[src/hw/rtl/shbe_pkg.sv]
// Shared types, constants and constant tables of the spherical harmonic basis unit.
package shbe_pkg;

    localparam int L_MAX_DEF      = 6;
    localparam int ANGLE_BITS_DEF = 16;
    localparam int ANGLE_PORT_W   = 16;
    localparam int CORDIC_STEPS   = 24;
    localparam int TRIG_W         = 34;
    localparam int PROD_W         = 2 * TRIG_W;
    localparam int RND_W          = PROD_W - 30;
    localparam int ACC_W          = 36;

    localparam logic signed [TRIG_W-1:0] ONE_Q30     = TRIG_W'(64'sd1073741824);
    localparam logic signed [TRIG_W-1:0] CORDIC_GAIN = TRIG_W'(64'sd652032874);

    localparam logic [1:0] CFG_DEGREE = 2'd0;
    localparam logic [1:0] CFG_ORDER  = 2'd1;

    typedef struct packed {
        logic                     done;
        logic signed [TRIG_W-1:0] cos_val;
        logic signed [TRIG_W-1:0] sin_val;
    } t_cordic_res;

    function automatic logic signed [31:0] cordic_atan(input logic [4:0] idx);
        logic signed [31:0] a;
        unique case (idx)
            5'd0:    a = 32'sh20000000;
            5'd1:    a = 32'sh12E4051E;
            5'd2:    a = 32'sh09FB385B;
            5'd3:    a = 32'sh051111D4;
            5'd4:    a = 32'sh028B0D43;
            5'd5:    a = 32'sh0145D7E1;
            5'd6:    a = 32'sh00A2F61E;
            5'd7:    a = 32'sh00517C55;
            5'd8:    a = 32'sh0028BE53;
            5'd9:    a = 32'sh00145F2F;
            5'd10:   a = 32'sh000A2F98;
            5'd11:   a = 32'sh000517CC;
            5'd12:   a = 32'sh00028BE6;
            5'd13:   a = 32'sh000145F3;
            5'd14:   a = 32'sh0000A2FA;
            5'd15:   a = 32'sh0000517D;
            5'd16:   a = 32'sh000028BE;
            5'd17:   a = 32'sh0000145F;
            5'd18:   a = 32'sh00000A30;
            5'd19:   a = 32'sh00000518;
            5'd20:   a = 32'sh0000028C;
            5'd21:   a = 32'sh00000146;
            5'd22:   a = 32'sh000000A3;
            5'd23:   a = 32'sh00000051;
            default: a = 32'sh00000000;
        endcase
        return a;
    endfunction

    // Coefficient of cos^n in the m-th derivative of P_l, Q15.16; octal digits are l, m, n.
    function automatic logic signed [31:0] legendre_coef(input logic [2:0] l,
                                                         input logic [2:0] m,
                                                         input logic [2:0] n);
        logic signed [31:0] c;
        unique case ({l, m, n})
            9'o000: c = 32'sd65536;
            9'o101: c = 32'sd65536;
            9'o110: c = 32'sd65536;
            9'o200: c = -32'sd32768;
            9'o202: c = 32'sd98304;
            9'o211: c = 32'sd196608;
            9'o220: c = 32'sd196608;
            9'o301: c = -32'sd98304;
            9'o303: c = 32'sd163840;
            9'o310: c = -32'sd98304;
            9'o312: c = 32'sd491520;
            9'o321: c = 32'sd983040;
            9'o330: c = 32'sd983040;
            9'o400: c = 32'sd24576;
            9'o402: c = -32'sd245760;
            9'o404: c = 32'sd286720;
            9'o411: c = -32'sd491520;
            9'o413: c = 32'sd1146880;
            9'o420: c = -32'sd491520;
            9'o422: c = 32'sd3440640;
            9'o431: c = 32'sd6881280;
            9'o440: c = 32'sd6881280;
            9'o501: c = 32'sd122880;
            9'o503: c = -32'sd573440;
            9'o505: c = 32'sd516096;
            9'o510: c = 32'sd122880;
            9'o512: c = -32'sd1720320;
            9'o514: c = 32'sd2580480;
            9'o521: c = -32'sd3440640;
            9'o523: c = 32'sd10321920;
            9'o530: c = -32'sd3440640;
            9'o532: c = 32'sd30965760;
            9'o541: c = 32'sd61931520;
            9'o550: c = 32'sd61931520;
            9'o600: c = -32'sd20480;
            9'o602: c = 32'sd430080;
            9'o604: c = -32'sd1290240;
            9'o606: c = 32'sd946176;
            9'o611: c = 32'sd860160;
            9'o613: c = -32'sd5160960;
            9'o615: c = 32'sd5677056;
            9'o620: c = 32'sd860160;
            9'o622: c = -32'sd15482880;
            9'o624: c = 32'sd28385280;
            9'o631: c = -32'sd30965760;
            9'o633: c = 32'sd113541120;
            9'o640: c = -32'sd30965760;
            9'o642: c = 32'sd340623360;
            9'o651: c = 32'sd681246720;
            9'o660: c = 32'sd681246720;
            default: c = 32'sd0;
        endcase
        return c;
    endfunction

    // Clip to the signed 32-bit range; the top bit of the result flags a clip.
    function automatic logic [32:0] sat32(input logic signed [39:0] v);
        logic [32:0] r;
        if (v > 40'sd2147483647) begin
            r = {1'b1, 32'h7FFFFFFF};
        end else if (v < -40'sd2147483648) begin
            r = {1'b1, 32'h80000000};
        end else begin
            r = {1'b0, v[31:0]};
        end
        return r;
    endfunction

endpackage

[src/hw/rtl/shbe_mul.sv]
// Shared signed multiplier with a registered product and Q30 round-half-up.
module shbe_mul
    import shbe_pkg::*;
(
    input  logic                     i_clk,
    input  logic signed [TRIG_W-1:0] i_a,
    input  logic signed [TRIG_W-1:0] i_b,
    output logic signed [RND_W-1:0]  o_rnd
);

    localparam logic signed [PROD_W-1:0] HALF = PROD_W'(64'sd536870912);

    logic signed [PROD_W-1:0] r_prod;
    logic signed [PROD_W-1:0] biased;

    always_ff @(posedge i_clk) begin
        r_prod <= i_a * i_b;
    end

    assign biased = r_prod + HALF;
    assign o_rnd  = RND_W'(biased >>> 30);

endmodule

[config.mk]
export PLATFORM = sky130hd
export DESIGN_NAME = shbe_mul
export DESIGN_NICKNAME = d
export VERILOG_FILES = /design/src/hw/rtl/shbe_pkg.sv /design/src/hw/rtl/shbe_mul.sv
export SDC_FILE = /design/constraint.sdc
export NUM_CORES = 2
export LEC_CHECK = 0
export BUFFER_PORTS_ARGS = -buffer_cell sky130_fd_sc_hd__buf_4
export CAP_MARGIN = 20
export CORE_MARGIN = 3
export CORE_UTILIZATION = 58
export DETAILED_ROUTE_END_ITERATION = 6
export PLACE_DENSITY = 0.75
export SLEW_MARGIN = 20
export SYNTH_ARGS = -nofsm -noshare
export SYNTH_HDL_FRONTEND = slang
export SYNTH_SLANG_ARGS = --single-unit
[constraint.sdc]
create_clock -name i_clk -period 12 [get_ports i_clk]
set_clock_uncertainty 0.2 [all_clocks]
set_input_delay 1.2 -clock i_clk [delete_from_list [all_inputs] [get_ports i_clk]]
set_output_delay 1.2 -clock i_clk [all_outputs]
set_load 0.02 [all_outputs]
### After elaboration in Yosys (flattened, before gate mapping)

Index checks and enable logic that the tools add are counted.

| operators by class | value |
|---|---|
| magnitude comparators | 0 |
| div/mod/pow operators | 0 |
| multiply operators | 1 |
| equality and inequality tests | 0 |
| bitwise gates (word level) | 0 |
| multiplexer cells | 0 |
| reduce and logical (&&, ||, !) cells | 0 |
| add/sub/neg operators | 1 |
| shifts and indexed selects | 0 |

Operators by type and width:

| operator | number |
|---|---|
| adder 68 x 31 -> 68 bit, second input constant | 1 |
| multiplier 34 x 34 -> 68 bit | 1 |

| word-level totals | value |
|---|---|
| latch bits | 0 |
| output and inout port bits | 38 |
| memories | 0 |
| memory bits (writable) | 0 |
| bits of input ports | 69 |
| bits in read-only memories | 0 |
| flip-flop bits (word level) | 68 |

### Longest topological paths before layout

| logic depth | value |
|---|---|
| depth in word-level cells | 1 |
| gate-level depth with buffers | 31 |
| mapped depth without buffers | 29 |

### Worst setup path after synthesis

Ideal clock, no wire load.

| timing | value |
|---|---|
| path kind | input -> register |
| start point | input i_a[33] |
| end point | register r_prod[66] |
| data required time | 11.728 ns |
| library setup time | 0.072 ns |
| cell stages on the path | 24 |
| setup slack | 3.121 ns |
| data arrival time | 8.607 ns |
| path buffers | 2 |
| cell sequence | clkbuf_1 -> nand2_1 -> inv_1 -> fa_1 -> fa_1 -> fa_1 -> inv_1 -> fa_1 -> inv_1 -> fa_1 -> fa_1 -> fa_1 -> fa_1 -> ha_1 -> clkbuf_1 -> a21o_1 -> a21oi_1 -> o21bai_1 -> a221o_2 -> a21o_2 -> a32oi_1 -> nand3b_2 -> a21oi_2 -> xnor2_1 |

| on the way | value |
|---|---|
| word-level cells in the longest chain between the ends | 1 |

RTL lines:

| what | RTL line | text |
|---|---|---|
| from (decl) | shbe_mul.sv:6 | `input logic signed [TRIG_W-1:0] i_a,` |
| multiplier 34 x 34 -> 68 bit | shbe_mul.sv:17 | `r_prod <= i_a * i_b;` |
| to (signal assigned) | shbe_mul.sv:17 |  |
| to (decl) | shbe_mul.sv:13 | `logic signed [PROD_W-1:0] r_prod;` |

No other way between the ends.

### Worst setup path in the final report

| timing | value |
|---|---|
| start point | input i_a[23] |
| end point | register r_prod[60] |

The elaborated chain is that of the path after synthesis.

==> results.md <==
- The path class of the tightest hold or removal check is reg -> out.
- The global-route wire length before repair is around 190000 microns.
- The mean area per synthesized cell is 9.38 sq um.
- The last weighted congestion value of the routability-driven placer is 0.949.
- The critical path is of the in -> reg type.
- The worst slack after detailed placement is 2.35 ns.
- The clock input transition at the sequential cells of the worst setup and hold paths is approximately 0.070 ns.
- Once the clock tree was built, the resizer swapped 0 gates to a different size.
- The largest registers in the layout are r_prod x39.
- By instance count, the cell type seen most on the critical path is fa_1.
- Counting every sink on the clock net gives 39.
- The largest single stage delay on the critical path is 0.53 ns.
- In the final routed layout, each cell accounts on average for approximately 22 microns.
- The total area inside the core boundary comes to 71900 sq um.
- The port buffer count is 106.
- The net count after synthesis is 6020.
- Across all layers, the routed design uses roughly 30000 vias.
- The library cell used as clock root buffer is clkbuf_16.
- Sequential cells were found to cover 1.85% of the synthesized design area.
- The share of final-layout standard cells stronger than drive strength 1 is 3.44%.
- The worst setup path is captured at a register.
- The slowest stage of the critical path is the fa_1 cell.
- The leftover overflow at the end of global routing is 0.
- The routed design uses 56300 microns of met2 wire.
- Of all nets on the critical path, the largest fanout is 34.
- The number of enable-type register cells in the synthesized netlist is 0.
- The number of nets still failing antenna checks after routing is 0.
- The relative area change from synthesis to final layout is 3.32%.
- During synthesis, Yosys emitted a total of 0 warnings.
- The wire length after detailed routing is 116000 microns.
- Counting flops with an async set or reset pin after synthesis yields a share of 0%.
- The floorplan step defined a die boundary enclosing 76200 sq um.
- The max-slew violation count came to 0.
- The DRC violation count after routing is 0.
- After the first detailed-routing iteration, the DRC count stood at approximately 2000.
- The tightest hold path in the finished design has a slack of 1.87 ns.
- The slew at the pin closest to its max-slew limit is 0.808 ns.
- Signal routing reaches up to met5.
- The minimum setup slack in the final design is 2.58 ns.
- Post-CTS timing repair inserted 0 buffers for setup.
- The number of distinct library cells after synthesis is 67.
- The quantity of hold-fixing buffers added after cts is 0.
- 107 I/O pins were placed.
- The number of optimization iterations in the first detailed-route pass is 5.
- In the finished design, the share of the clock period the worst path needs comes to between 70% and 80%.
- The global routing usage summed across all routing layers is 32.4%.
- The setup total negative slack is 0 ns.
- The clock passes through at most 2 buffers.
- More flip-flops sit in one register than any other, and that register is r_prod.
- The most used flip-flop cell after synthesis is dfxtp_1.
- The time the final worst path needs with I/O delays and setup is 9.42 ns.
- The combined area of all synthesized cells is 42300 sq um.
- Data on the critical path is required at its endpoint by 11.98 ns.
- The detailed router put a total of 42700 microns of wire on met1.
- Setup repair after global routing left no endpoint under its margin.
- The max-capacitance violation count is 0.
- The worst setup path is launched from a primary input.
- The number of H-tree branching levels is 2.
- The arrival time at the worst endpoint is 9.40 ns.
- The number of failing setup endpoints in the final timing report is 0.
- The register with the most flip-flops in the layout has 39 of them.
- Synthesis produced 4510 cells.
- The initial antenna violation count is 6.
- Wire segments on met3 add up to 10700 microns in the final route.
- Entering global routing, the biggest net connects 35 pins.
- The run finished with clean final reports.
- The maximum achievable frequency is approximately 110 MHz.
- The die width is 276 microns.
- Synthesis inferred 39 register bits.
- Measured against its own limit, the worst slew margin works out to 46.1%.
- The layout net count is around 6000.
- The number of global-route vias before repair is 34500.
- Cells fill 60.8% of the core in the end.
- The via density per instance is 5.59.
- Summed over all nets, the half-perimeter wirelength after detailed placement is 88200 microns.
- The initial standard-cell utilization of the core is 58.9%.
- The count of endpoints failing hold in the final timing report is 0.
- The CTS buffer count is 5.
- The CTS tree is done.
- The floorplan row count is 98.
- The die is 276 microns tall.
[final timing paths]
path               start                  to  slack [ns]  cells past startpoint
min   r_prod[42]$_DFF_P_           o_rnd[12]        1.87                      2
max              i_a[23]  r_prod[60]$_DFF_P_        2.58                     27
[layout by cell type, fill, tap and decap left out, types with 19 or more instances in the layout]
cell type     n
o21ai_0      25
ha_1        201
a21o_1       23
xnor2_1      70
inv_1      1218
nand2_1     545
dfxtp_1      39
and2_1      615
xor2_1       19
nand3_1      28
nor2_1       67
fa_1       1240
buf_4       111
a21oi_1      51
[per-stage QoR]
step | area (sq um) | cells
finish | 43700 | 5370
floorplan | 42300 | 4510
CTS | 43700 | 5367
global placement | 43500 | 5359
global route | 43700 | 5368
detailed placement | 43500 | 5359
[synthesized netlist by cell type, types with 3 or more instances]
library cell / n / area [sq um]
and2_1: 615 / 3850
a211o_1: 4 / 35.0
a211oi_1: 3 / 22.5
and4_1: 4 / 35.0
nand4_1: 16 / 100
a21oi_2: 3 / 26.3
nor3_1: 10 / 50.1
and3_1: 12 / 75.1
nor2b_1: 6 / 37.5
xor2_1: 19 / 166
clkbuf_1: 211 / 792
o21ai_0: 25 / 125
nand2_1: 545 / 2050
o21a_1: 7 / 52.6
a21oi_1: 51 / 255
a31oi_1: 5 / 31.3
inv_1: 1218 / 4570
nand2b_1: 9 / 56.3
ha_1: 201 / 2510
nor2_1: 67 / 251
nor3b_1: 4 / 30.0
o2111ai_1: 3 / 26.3
a311oi_1: 4 / 35.0
nand3_1: 28 / 140
o21ai_2: 3 / 26.3
o21bai_1: 10 / 75.1
dfxtp_1: 39 / 781
a21o_2: 5 / 43.8
xnor2_1: 70 / 613
o31ai_1: 3 / 22.5
o211ai_1: 3 / 22.5
and3_2: 3 / 22.5
a21o_1: 23 / 173
fa_1: 1240 / 24800
[area by class of cell]
class	count	area (sq um)
multi-input cells	3040	36100
fillers	6093	28100
inverters	1219	4580
well taps	950	1190
repair buffers	111	833
flip-flops and latches	39	781
clock buffers	5	125
clock inverters	3	43.8
diodes	3	7.51
[kinds of logic after synthesis]
group,count (synthesis),synth area share (%)
AND/OR/NAND/NOR,1334,16.1
XOR/XNOR,89,1.84
adder cells (fa/ha/maj),1441,64.6
buffers and inverters,1431,12.7
AO/OA/AOI/OAI,176,2.87
flip-flops,39,1.85
[critical path, delay by kind of cell]
kind / cells / cell delay (ns)
adders and majority gates: 9 / 4.37
AOI/OAI and AO/OA: 7 / 2.41
and+or+nand+nor: 4 / 0.76
buffers and inverters: 7 / 0.61
[per-layer routing]
metal,GRT usage [%],up-vias
met3,6.88,366
met5,0.438,-
li1,-,12500
met4,14.4,2
met1,41.2,15600
met2,53.7,1512
Power is left out: the tool's default activity adds up to more than one toggle a clock period on the data nets, which glitch-free logic cannot reach.
